File: config.mk
export PLATFORM = sky130hd
export DESIGN_NAME = best_fit_block_pool_core_flat
export DESIGN_NICKNAME = d
export VERILOG_FILES = /design/src/rtl/bfbp_pkg.sv /design/src/rtl/bfbp_if.sv /design/src/rtl/best_fit_block_pool_core.sv /design/src/rtl/bfbp_ram.sv /design/src/flat_wrapper.sv
export SDC_FILE = /design/constraint.sdc
export NUM_CORES = 2
export LEC_CHECK = 0
export ABC_AREA = 1
export BUFFER_PORTS_ARGS = -buffer_cell sky130_fd_sc_hd__buf_2
export CAP_MARGIN = 0
export CORE_MARGIN = 4
export CORE_UTILIZATION = 35
export DETAILED_ROUTE_END_ITERATION = 6
export MAX_ROUTING_LAYER = met4
export PLACE_DENSITY_LB_ADDON = 0.25
export SLEW_MARGIN = 40
export SYNTH_ARGS = -nofsm -noshare
export SYNTH_HDL_FRONTEND = slang
export SYNTH_SLANG_ARGS = --single-unit
File: constraint.sdc
create_clock -name clk -period 13.3 [get_ports clk]
set_clock_uncertainty 0.05 [all_clocks]
set_input_delay 2.66 -clock clk [delete_from_list [all_inputs] [get_ports clk]]
set_output_delay 2.66 -clock clk [all_outputs]
set_load 0.02 [all_outputs]
File: src/rtl/bfbp_pkg.sv
// Shared types and codes of the best-fit block pool.
// No dependencies; used by the interfaces, the core and the checker.
package bfbp_pkg;

	// Fixed field widths of the command and result transactions.
	localparam int ACTION_W = 2;
	localparam int REQ_W    = 32;
	localparam int SLOT_W   = 4;
	localparam int STATUS_W = 4;
	localparam int TOTAL_W  = 36;
	localparam int COUNT_W  = 5;
	localparam int EVENT_W  = 32;

	localparam logic [TOTAL_W-1:0] TOTAL_MAX = {TOTAL_W{1'b1}};
	localparam logic [EVENT_W-1:0] EVENT_MAX = {EVENT_W{1'b1}};

	// Command actions.
	localparam logic [ACTION_W-1:0] ACT_ALLOC   = 2'd0;
	localparam logic [ACTION_W-1:0] ACT_RELEASE = 2'd1;
	localparam logic [ACTION_W-1:0] ACT_RESET   = 2'd2;
	localparam logic [ACTION_W-1:0] ACT_TRIM    = 2'd3;

	// Result status codes.
	localparam logic [STATUS_W-1:0] ST_REUSED   = 4'd0;
	localparam logic [STATUS_W-1:0] ST_NEW      = 4'd1;
	localparam logic [STATUS_W-1:0] ST_RELEASED = 4'd2;
	localparam logic [STATUS_W-1:0] ST_RESET    = 4'd3;
	localparam logic [STATUS_W-1:0] ST_TRIMMED  = 4'd4;
	localparam logic [STATUS_W-1:0] ST_ZERO     = 4'd5;
	localparam logic [STATUS_W-1:0] ST_FULL     = 4'd6;
	localparam logic [STATUS_W-1:0] ST_DOUBLE   = 4'd7;
	localparam logic [STATUS_W-1:0] ST_UNKNOWN  = 4'd8;

	typedef logic [ACTION_W-1:0] action_t;
	typedef logic [STATUS_W-1:0] status_t;
	typedef logic [TOTAL_W-1:0]  total_t;
	typedef logic [EVENT_W-1:0]  event_cnt_t;

endpackage

File: src/rtl/bfbp_if.sv
// Valid/ready channel interfaces for the command and result transactions.
// Depends on bfbp_pkg for the field widths.
interface bfbp_cmd_if import bfbp_pkg::*; ();
	logic              valid;
	logic              ready;
	action_t           action;
	logic [REQ_W-1:0]  request_size;
	logic [SLOT_W-1:0] slot;

	modport source (output valid, action, request_size, slot, input ready);
	modport sink (input valid, action, request_size, slot, output ready);
endinterface

interface bfbp_res_if import bfbp_pkg::*; ();
	logic               valid;
	logic               ready;
	status_t            status;
	logic [SLOT_W-1:0]  granted_slot;
	logic [REQ_W-1:0]   granted_size;
	total_t             pool_bytes;
	total_t             used_bytes;
	logic [COUNT_W-1:0] block_count;
	logic [COUNT_W-1:0] free_block_count;
	event_cnt_t         grant_count;
	event_cnt_t         reuse_count;

	modport source (output valid, status, granted_slot, granted_size, pool_bytes,
		used_bytes, block_count, free_block_count, grant_count, reuse_count,
		input ready);
	modport sink (input valid, status, granted_slot, granted_size, pool_bytes,
		used_bytes, block_count, free_block_count, grant_count, reuse_count,
		output ready);
endinterface

File: src/rtl/best_fit_block_pool_core.sv
// Best-fit block pool. Allocate and trim scan the size RAM one entry a cycle, then pass
// S_LAST and S_DECIDE before the result is offered; release reads its slot in S_REL,
// and zero size, oversize, unknown slot, double release and reset pool skip to S_OUT.
// One transaction at a time: the next command is accepted the cycle after the result loads.
// Reset clears all marks, totals and counters at once; the size RAM is not cleared.
// Depends on bfbp_pkg, bfbp_if and bfbp_ram.
module best_fit_block_pool_core import bfbp_pkg::*; #(
	parameter int MAX_BLOCKS = 16,
	parameter int SIZE_BITS  = 32
) (
	input  logic       clk,
	input  logic       arst_n,
	bfbp_cmd_if.sink   cmd,
	bfbp_res_if.source res
);

	localparam int IW    = $clog2(MAX_BLOCKS);
	localparam int CW    = $clog2(MAX_BLOCKS + 1);
	localparam int SUM_W = ((SIZE_BITS > TOTAL_W) ? SIZE_BITS : TOTAL_W) + 1;

	localparam logic [2:0] S_IDLE   = 3'd0;
	localparam logic [2:0] S_SCAN   = 3'd1;
	localparam logic [2:0] S_LAST   = 3'd2;
	localparam logic [2:0] S_DECIDE = 3'd3;
	localparam logic [2:0] S_REL    = 3'd4;
	localparam logic [2:0] S_OUT    = 3'd5;

	typedef logic [SIZE_BITS-1:0] bytes_t;
	typedef logic [IW-1:0]        idx_t;
	typedef logic [CW-1:0]        cnt_t;

	logic [2:0]            state_q;
	action_t               act_q;
	bytes_t                req_q;
	idx_t                  slot_q;
	status_t               status_q;
	idx_t                  gslot_q;
	bytes_t                gsize_q;
	logic [MAX_BLOCKS-1:0] valid_q;
	logic [MAX_BLOCKS-1:0] busy_q;
	total_t                pool_q;
	total_t                used_q;
	event_cnt_t            grants_q;
	event_cnt_t            reuses_q;
	cnt_t                  nblk_q;
	cnt_t                  nfree_q;
	idx_t                  rd_idx_q;
	logic                  scan_v_s1;
	idx_t                  idx_s1;
	logic                  best_f_q;
	idx_t                  best_idx_q;
	bytes_t                best_bytes_q;
	logic                  empty_f_q;
	idx_t                  empty_idx_q;
	logic                  res_valid_q;

	logic   cmd_fire;
	logic   out_load;
	idx_t   cmd_slot_idx;
	logic   slot_range_bad;
	logic   oversize;
	logic   ram_rd_en;
	idx_t   ram_rd_addr;
	bytes_t ram_rd_data;
	logic   ram_wr_en;

	// Saturating arithmetic on the 36-bit byte totals.
	function automatic total_t sat_add(total_t a, bytes_t b);
		logic [SUM_W-1:0] s;
		s = SUM_W'(a) + SUM_W'(b);
		return (s > SUM_W'(TOTAL_MAX)) ? TOTAL_MAX : s[TOTAL_W-1:0];
	endfunction

	function automatic total_t sat_sub(total_t a, bytes_t b);
		logic [SUM_W-1:0] d;
		d = SUM_W'(a) - SUM_W'(b);
		return (SUM_W'(b) > SUM_W'(a)) ? '0 : d[TOTAL_W-1:0];
	endfunction

	function automatic event_cnt_t inc_sat(event_cnt_t c);
		return (c == EVENT_MAX) ? c : c + 1'b1;
	endfunction

	// Handshake and command decode.
	assign cmd.ready      = (state_q == S_IDLE);
	assign cmd_fire       = cmd.valid && cmd.ready;
	assign cmd_slot_idx   = IW'(cmd.slot);
	assign slot_range_bad = (32'(cmd.slot) >= 32'(MAX_BLOCKS));
	assign oversize       = ((cmd.request_size >> SIZE_BITS) != '0);
	assign out_load       = (state_q == S_OUT) && (!res_valid_q || res.ready);

	// Size RAM access: the scan reads in order, release reads its slot.
	assign ram_rd_en   = (state_q == S_SCAN) || cmd_fire;
	assign ram_rd_addr = (state_q == S_SCAN) ? rd_idx_q : cmd_slot_idx;
	assign ram_wr_en   = (state_q == S_DECIDE) && (act_q == ACT_ALLOC) &&
		!best_f_q && empty_f_q;

	bfbp_ram #(
		.WIDTH(SIZE_BITS),
		.DEPTH(MAX_BLOCKS)
	) u_size_ram (
		.clk     (clk),
		.wr_en   (ram_wr_en),
		.wr_addr (empty_idx_q),
		.wr_data (req_q),
		.rd_en   (ram_rd_en),
		.rd_addr (ram_rd_addr),
		.rd_data (ram_rd_data)
	);

	// Per-transaction payload registers.
	always_ff @(posedge clk) begin
		if (cmd_fire) begin
			act_q   <= cmd.action;
			req_q   <= SIZE_BITS'(cmd.request_size);
			slot_q  <= cmd_slot_idx;
			gslot_q <= '0;
			gsize_q <= '0;
		end else if (state_q == S_DECIDE && act_q == ACT_ALLOC) begin
			if (best_f_q) begin
				gslot_q <= best_idx_q;
				gsize_q <= best_bytes_q;
			end else if (empty_f_q) begin
				gslot_q <= empty_idx_q;
				gsize_q <= req_q;
			end
		end else if (state_q == S_REL) begin
			gslot_q <= slot_q;
		end
		if (scan_v_s1) begin
			if (valid_q[idx_s1]) begin
				if (!busy_q[idx_s1] && ram_rd_data >= req_q &&
					(!best_f_q || ram_rd_data < best_bytes_q)) begin
					best_idx_q   <= idx_s1;
					best_bytes_q <= ram_rd_data;
				end
			end else if (!empty_f_q) begin
				empty_idx_q <= idx_s1;
			end
		end
	end

	// Sequencer, block marks, totals and counters.
	always_ff @(posedge clk or negedge arst_n) begin
		if (!arst_n) begin
			state_q   <= S_IDLE;
			status_q  <= ST_RESET;
			valid_q   <= '0;
			busy_q    <= '0;
			pool_q    <= '0;
			used_q    <= '0;
			grants_q  <= '0;
			reuses_q  <= '0;
			nblk_q    <= '0;
			nfree_q   <= '0;
			rd_idx_q  <= '0;
			scan_v_s1 <= 1'b0;
			idx_s1    <= '0;
			best_f_q  <= 1'b0;
			empty_f_q <= 1'b0;
		end else begin
			scan_v_s1 <= (state_q == S_SCAN);
			idx_s1    <= rd_idx_q;

			// Compare or trim the entry whose size arrives from the RAM.
			if (scan_v_s1 && valid_q[idx_s1]) begin
				if (act_q == ACT_ALLOC) begin
					if (!busy_q[idx_s1] && ram_rd_data >= req_q &&
						(!best_f_q || ram_rd_data < best_bytes_q)) begin
						best_f_q <= 1'b1;
					end
				end else if (!busy_q[idx_s1]) begin
					valid_q[idx_s1] <= 1'b0;
					pool_q          <= sat_sub(pool_q, ram_rd_data);
					nblk_q          <= nblk_q - 1'b1;
					nfree_q         <= nfree_q - 1'b1;
				end
			end else if (scan_v_s1) begin
				empty_f_q <= 1'b1;
			end

			case (state_q)
				S_IDLE: begin
					if (cmd_fire) begin
						best_f_q  <= 1'b0;
						empty_f_q <= 1'b0;
						rd_idx_q  <= '0;
						state_q   <= S_OUT;
						case (cmd.action)
							ACT_ALLOC: begin
								if (cmd.request_size == '0) begin
									status_q <= ST_ZERO;
								end else if (oversize) begin
									status_q <= ST_FULL;
								end else begin
									state_q <= S_SCAN;
								end
							end
							ACT_RELEASE: begin
								if (slot_range_bad || !valid_q[cmd_slot_idx]) begin
									status_q <= ST_UNKNOWN;
								end else if (!busy_q[cmd_slot_idx]) begin
									status_q <= ST_DOUBLE;
								end else begin
									state_q <= S_REL;
								end
							end
							ACT_RESET: begin
								status_q <= ST_RESET;
								valid_q  <= '0;
								busy_q   <= '0;
								pool_q   <= '0;
								used_q   <= '0;
								grants_q <= '0;
								reuses_q <= '0;
								nblk_q   <= '0;
								nfree_q  <= '0;
							end
							default: begin
								status_q <= ST_TRIMMED;
								state_q  <= S_SCAN;
							end
						endcase
					end
				end
				S_SCAN: begin
					rd_idx_q <= rd_idx_q + 1'b1;
					if (rd_idx_q == IW'(MAX_BLOCKS - 1)) begin
						state_q <= S_LAST;
					end
				end
				S_LAST: begin
					state_q <= S_DECIDE;
				end
				S_DECIDE: begin
					// For an allocation: grant the best fit, else make a new block, else report full.
					state_q <= S_OUT;
					if (act_q == ACT_ALLOC) begin
						if (best_f_q) begin
							status_q             <= ST_REUSED;
							busy_q[best_idx_q]   <= 1'b1;
							used_q               <= sat_add(used_q, best_bytes_q);
							reuses_q             <= inc_sat(reuses_q);
							grants_q             <= inc_sat(grants_q);
							nfree_q              <= nfree_q - 1'b1;
						end else if (empty_f_q) begin
							status_q             <= ST_NEW;
							valid_q[empty_idx_q] <= 1'b1;
							busy_q[empty_idx_q]  <= 1'b1;
							pool_q               <= sat_add(pool_q, req_q);
							used_q               <= sat_add(used_q, req_q);
							grants_q             <= inc_sat(grants_q);
							nblk_q               <= nblk_q + 1'b1;
						end else begin
							status_q <= ST_FULL;
						end
					end
				end
				S_REL: begin
					status_q       <= ST_RELEASED;
					busy_q[slot_q] <= 1'b0;
					used_q         <= sat_sub(used_q, ram_rd_data);
					nfree_q        <= nfree_q + 1'b1;
					state_q        <= S_OUT;
				end
				S_OUT: begin
					if (out_load) begin
						state_q <= S_IDLE;
					end
				end
				default: begin
					state_q <= S_IDLE;
				end
			endcase
		end
	end

	// Result register: holds a finished transaction until it is taken.
	always_ff @(posedge clk or negedge arst_n) begin
		if (!arst_n) begin
			res_valid_q <= 1'b0;
		end else if (out_load) begin
			res_valid_q <= 1'b1;
		end else if (res.ready) begin
			res_valid_q <= 1'b0;
		end
	end

	always_ff @(posedge clk) begin
		if (out_load) begin
			res.status           <= status_q;
			res.granted_slot     <= SLOT_W'(gslot_q);
			res.granted_size     <= REQ_W'(gsize_q);
			res.pool_bytes       <= pool_q;
			res.used_bytes       <= used_q;
			res.block_count      <= COUNT_W'(nblk_q);
			res.free_block_count <= COUNT_W'(nfree_q);
			res.grant_count      <= grants_q;
			res.reuse_count      <= reuses_q;
		end
	end

	assign res.valid = res_valid_q;

endmodule

File: src/rtl/bfbp_ram.sv
// Generic single-port-write, single-port-read RAM with a registered read.
// No dependencies.
module bfbp_ram #(
	parameter int WIDTH = 32,
	parameter int DEPTH = 16
) (
	input  logic                     clk,
	input  logic                     wr_en,
	input  logic [$clog2(DEPTH)-1:0] wr_addr,
	input  logic [WIDTH-1:0]         wr_data,
	input  logic                     rd_en,
	input  logic [$clog2(DEPTH)-1:0] rd_addr,
	output logic [WIDTH-1:0]         rd_data
);

	logic [WIDTH-1:0] mem [DEPTH];

	// Write port and registered read port.
	always_ff @(posedge clk) begin
		if (wr_en) begin
			mem[wr_addr] <= wr_data;
		end
		if (rd_en) begin
			rd_data <= mem[rd_addr];
		end
	end

endmodule

File: src/flat_wrapper.sv
// flat-port wrapper written by rule: the top's interface ports become plain ports
module best_fit_block_pool_core_flat import bfbp_pkg::*;
#(
	parameter int MAX_BLOCKS = 16,
	parameter int SIZE_BITS  = 32
)
  (clk, arst_n, cmd_valid, cmd_action, cmd_request_size, cmd_slot, cmd_ready, res_valid, res_status, res_granted_slot, res_granted_size, res_pool_bytes, res_used_bytes, res_block_count, res_free_block_count, res_grant_count, res_reuse_count, res_ready);
  bfbp_cmd_if cmd_i ();
  bfbp_res_if res_i ();
  input  logic clk;
  input  logic arst_n;
  input wire logic [$bits(cmd_i.valid)-1:0] cmd_valid;
  input wire logic [$bits(cmd_i.action)-1:0] cmd_action;
  input wire logic [$bits(cmd_i.request_size)-1:0] cmd_request_size;
  input wire logic [$bits(cmd_i.slot)-1:0] cmd_slot;
  output wire logic [$bits(cmd_i.ready)-1:0] cmd_ready;
  output wire logic [$bits(res_i.valid)-1:0] res_valid;
  output wire logic [$bits(res_i.status)-1:0] res_status;
  output wire logic [$bits(res_i.granted_slot)-1:0] res_granted_slot;
  output wire logic [$bits(res_i.granted_size)-1:0] res_granted_size;
  output wire logic [$bits(res_i.pool_bytes)-1:0] res_pool_bytes;
  output wire logic [$bits(res_i.used_bytes)-1:0] res_used_bytes;
  output wire logic [$bits(res_i.block_count)-1:0] res_block_count;
  output wire logic [$bits(res_i.free_block_count)-1:0] res_free_block_count;
  output wire logic [$bits(res_i.grant_count)-1:0] res_grant_count;
  output wire logic [$bits(res_i.reuse_count)-1:0] res_reuse_count;
  input wire logic [$bits(res_i.ready)-1:0] res_ready;
  assign cmd_i.valid = cmd_valid;
  assign cmd_i.action = cmd_action;
  assign cmd_i.request_size = cmd_request_size;
  assign cmd_i.slot = cmd_slot;
  assign cmd_ready = cmd_i.ready;
  assign res_valid = res_i.valid;
  assign res_status = res_i.status;
  assign res_granted_slot = res_i.granted_slot;
  assign res_granted_size = res_i.granted_size;
  assign res_pool_bytes = res_i.pool_bytes;
  assign res_used_bytes = res_i.used_bytes;
  assign res_block_count = res_i.block_count;
  assign res_free_block_count = res_i.free_block_count;
  assign res_grant_count = res_i.grant_count;
  assign res_reuse_count = res_i.reuse_count;
  assign res_i.ready = res_ready;
  best_fit_block_pool_core #(.MAX_BLOCKS(MAX_BLOCKS), .SIZE_BITS(SIZE_BITS)) u_core (.clk(clk), .arst_n(arst_n), .cmd(cmd_i), .res(res_i));
endmodule
==> flow_metrics.env <==
export IMPL_status="finished clean"
export IMPL_numCtsBuffers=114
export IMPL_critPathMaxFanout=112
export IMPL_initial_core_util=0.352
export IMPL_grt_setup_unrepaired="false"
export IMPL_final_common_cell="nand2_1"
export IMPL_syn_inst=6448
export IMPL_antenna_found_initial=16
export IMPL_setup_violations=0
export IMPL_min_to="u_core.res.granted_size[30]"
export IMPL_cts_tree="yes"
export IMPL_rr_startpoint="u_core.req_q[23]"
export IMPL_cts_sinks=1041
export IMPL_hold_start="u_core.gsize_q[30]"
export IMPL_boundaryPins=230
export IMPL_crit_required_ns=13.88
export IMPL_fmax_mhz=194
export IMPL_die_area_mm2=0.168
export IMPL_grt_pass1_vias=44800
export IMPL_p_leak_nw=25.5
export IMPL_io_buffers=229
export IMPL_cts_hold_fix_buffers=0
export IMPL_grt_start_max_net_pins=183
export IMPL_finalHoldViolCount=0
export IMPL_avgSynthCellArea_um2=8.76
export IMPL_hold_depth=0
export IMPL_synth_area_mm2=0.0565
export IMPL_r2r_cells=11
export IMPL_critPathArrivalTime_ns=5.74
export IMPL_fin_nets=6945
export IMPL_ys_seq_elements=1041
export IMPL_fin_crit_ns=5.15
export IMPL_area_delta_synth_final_pct=13.7
export IMPL_synth_cell_types=58
export IMPL_hpwlAfterDp_mm=145
export IMPL_clockBufferDepth=3
export IMPL_clockRootBuffer="clkbuf_16"
export IMPL_track_usage=0.244
export IMPL_first_pass_iters=6
export IMPL_via_per_inst=5.35
export IMPL_htreeDepth=3
export IMPL_hp_class="register to register"
export IMPL_synth_main_ff_cell="edfxtp_1"
export IMPL_p_total_w=0.0145
export IMPL_layout_common_cells="nand2_1 (1426), nor2_1 (851), edfxtp_1 (808), inv_1 (634), o21ai_0 (557)"
export IMPL_gp_congestion=1.01
export IMPL_cp_slowest_cell="buf_4"
export IMPL_cpPeakStageDelay_ns=0.73
export IMPL_slew_headroom=0.396
export IMPL_r2r_slack_ns=8.60
export IMPL_fin_crit_sh=0.387
export IMPL_drc=0
export IMPL_vdd_drop_max_v=0.000132
export IMPL_ys_async_sr_fraction=0.189
export IMPL_die_x_um=410
export IMPL_grt_first_pass_wirelength_mm=298
export IMPL_drt_initial_drc_count=4987
export IMPL_die_h_um=410
export IMPL_reg2reg_to="u_core.best_bytes_q[1]"
export IMPL_synth_edff_count=808
export IMPL_clock_latency_ns=0.78
export IMPL_start_kind="primary input"
export IMPL_rows=147
export IMPL_finalSetupTns_ns=0
export IMPL_cp_end_kind="register"
export IMPL_p_per_area_mw_per_mm2=226
export IMPL_ant_nets=0
export IMPL_clkTransAtPathRegs_ns=0.06
export IMPL_critPathKind="primary input to register"
export IMPL_post_cts_setup_buffers=0
export IMPL_routedWlPerCell_um=22.9
export IMPL_grt_ovfl_total=0
export IMPL_drive_above_1_share=0.0830
export IMPL_final_util=0.400
export IMPL_tightest_slew_ns=0.906
export IMPL_crit_chain="buf_2 > o21ai_4 > buf_6 > inv_8 > buf_4 > nor2_1 > nor2_1 > o21ai_0 > o21ai_1 > o221ai_1 > nand2_1"
export IMPL_finalWirelength_mm=204
export IMPL_syn_num_nets=6729
export IMPL_yosys_warnings=0
export IMPL_dr_total_vias=47800
export IMPL_finalMaxSlewViolations=0
export IMPL_coreArea_mm2=0.161
export IMPL_cts_resized=0
export IMPL_maxCapViolCount=0
export IMPL_ys_seq_area_frac=0.529
export IMPL_critPathMostFrequentCell="nor2_1"
[metrics by stage]
stage                     hold slack, ns  instance area [um^2]  cells  setup slack [ns]
after global routing               0.394                 64200   8926              7.90
after detailed placement           0.367                 60400   8706              7.40
after floorplan                    0.350                 56500   6448              2.14
after CTS                          0.384                 64200   8921              8.22
after global placement             0.369                 60200   8698              7.27
final                              0.382                 64300   8929              8.15
[power by group]
| part | switching (W) | leakage, nW | internal (W) |
|---|---|---|---|
| clock network | 0.00138 | 1.79 | 0.00181 |
| logic | 0.00469 | 13.4 | 0.00197 |
| registers | 0.000665 | 10.3 | 0.00402 |
| total | 0.00674 | 25.5 | 0.00781 |
[area by class of cell]
type	instances	area [um^2]
clock inverters	78	816
flip-flops and latches	1041	29900
inverters	650	2450
multi-input cells	4538	23400
repair buffers	319	1980
fillers	16100	96300
well taps	2160	2700
diodes	6	15.0
clock buffers	137	2960
[sequential cells by signal (all words and copies together) (netlist names), 16 cells and up]
register and cells:
u_core.u_size_ram.rd_data 32, u_core.res.granted_size 32, u_core.res.reuse_count 32, u_core.busy_q 16, u_core.res.used_bytes 36, u_core.u_size_ram.mem 512, u_core.valid_q 16, u_core.best_bytes_q 32
u_core.reuses_q 32, u_core.pool_q 36, u_core.gsize_q 32, u_core.res.grant_count 32, u_core.grants_q 32, u_core.used_q 36, u_core.res.pool_bytes 36, u_core.req_q 32
[worst max-delay path by stage]
stage                  startpoint                            end  slack [ns]  depth (start not counted)
global route          cmd_slot[0]   u_core.u_size_ram.rd_data[3]        7.90                         11
global placement      cmd_slot[0]  u_core.u_size_ram.rd_data[22]        7.27                         11
finish                cmd_slot[0]   u_core.u_size_ram.rd_data[3]        8.15                         11
floorplan               res_ready      u_core.res.block_count[0]        2.14                          2
CTS                 cmd_action[0]             u_core.reuses_q[4]        8.22                         16
detailed placement  cmd_action[0]             u_core.reuses_q[4]        7.40                         16
[synth_stat cells, types with 3 or more instances]
cell | n | area [um^2]
nor4_1 | 38 | 238
nor3_1 | 137 | 686
inv_1 | 638 | 2390
buf_6 | 5 | 56.3
buf_4 | 8 | 60.1
o21ai_0 | 557 | 2790
inv_2 | 11 | 41.3
a21o_1 | 14 | 105
o31ai_1 | 49 | 368
dfrtp_1 | 195 | 4880
a31oi_1 | 30 | 188
o21a_1 | 3 | 22.5
and2_1 | 3 | 18.8
nor2_4 | 3 | 33.8
nor2_2 | 8 | 50.1
a21boi_0 | 8 | 60.1
o22ai_1 | 21 | 131
nand2_1 | 1427 | 5360
nand2_2 | 4 | 25.0
dfxtp_1 | 36 | 721
buf_1 | 14 | 52.6
o311ai_0 | 14 | 123
buf_2 | 72 | 360
a21oi_1 | 332 | 1660
nor2_1 | 869 | 3260
xor2_1 | 72 | 631
ha_1 | 234 | 2930
o221ai_1 | 60 | 526
nand3_1 | 315 | 1580
nand4_1 | 73 | 457
edfxtp_1 | 808 | 24300
o32ai_1 | 3 | 26.3
or2_2 | 9 | 56.3
o21bai_1 | 23 | 173
o211ai_1 | 46 | 345
xnor2_1 | 64 | 561
o21ai_1 | 88 | 440
clkbuf_1 | 120 | 450
fa_1 | 5 | 100
nand3b_1 | 8 | 60.1
[routing by layer]
layer / share of wire / GRT usage / wire [um] / vias to the layer above
met5: 0 / - / 0 / -
met4: 0.035 / 0.0788 / 7150 / 0
met3: 0.073 / 0.0312 / 14900 / 319
met2: 0.45 / 0.372 / 91300 / 1881
met1: 0.45 / 0.339 / 91200 / 23000
li1: - / - / - / 22500
[cells by family (layout without fill, tap and decap cells)]
kind of cell / after synthesis / after routing / synth area share
flops: 1041 / 1041 / 0.529
simple gates: 2903 / 2903 / 0.211
buf+inv: 869 / 1184 / 0.0605
compound gates: 1259 / 1259 / 0.125
fa+ha+maj: 239 / 239 / 0.0536
mux: 1 / 1 / 0.000177
other cells: 0 / 6 / 0
xor+xnor: 136 / 136 / 0.0211
[worst max-delay path: cells and delay by family]
kind	cells	cell delay [ns]
buffers and inverters	4	2.03
AO/OA/AOI/OAI	4	0.43
AND/OR/NAND/NOR	3	0.33
(Power assumes the default switching activity.)
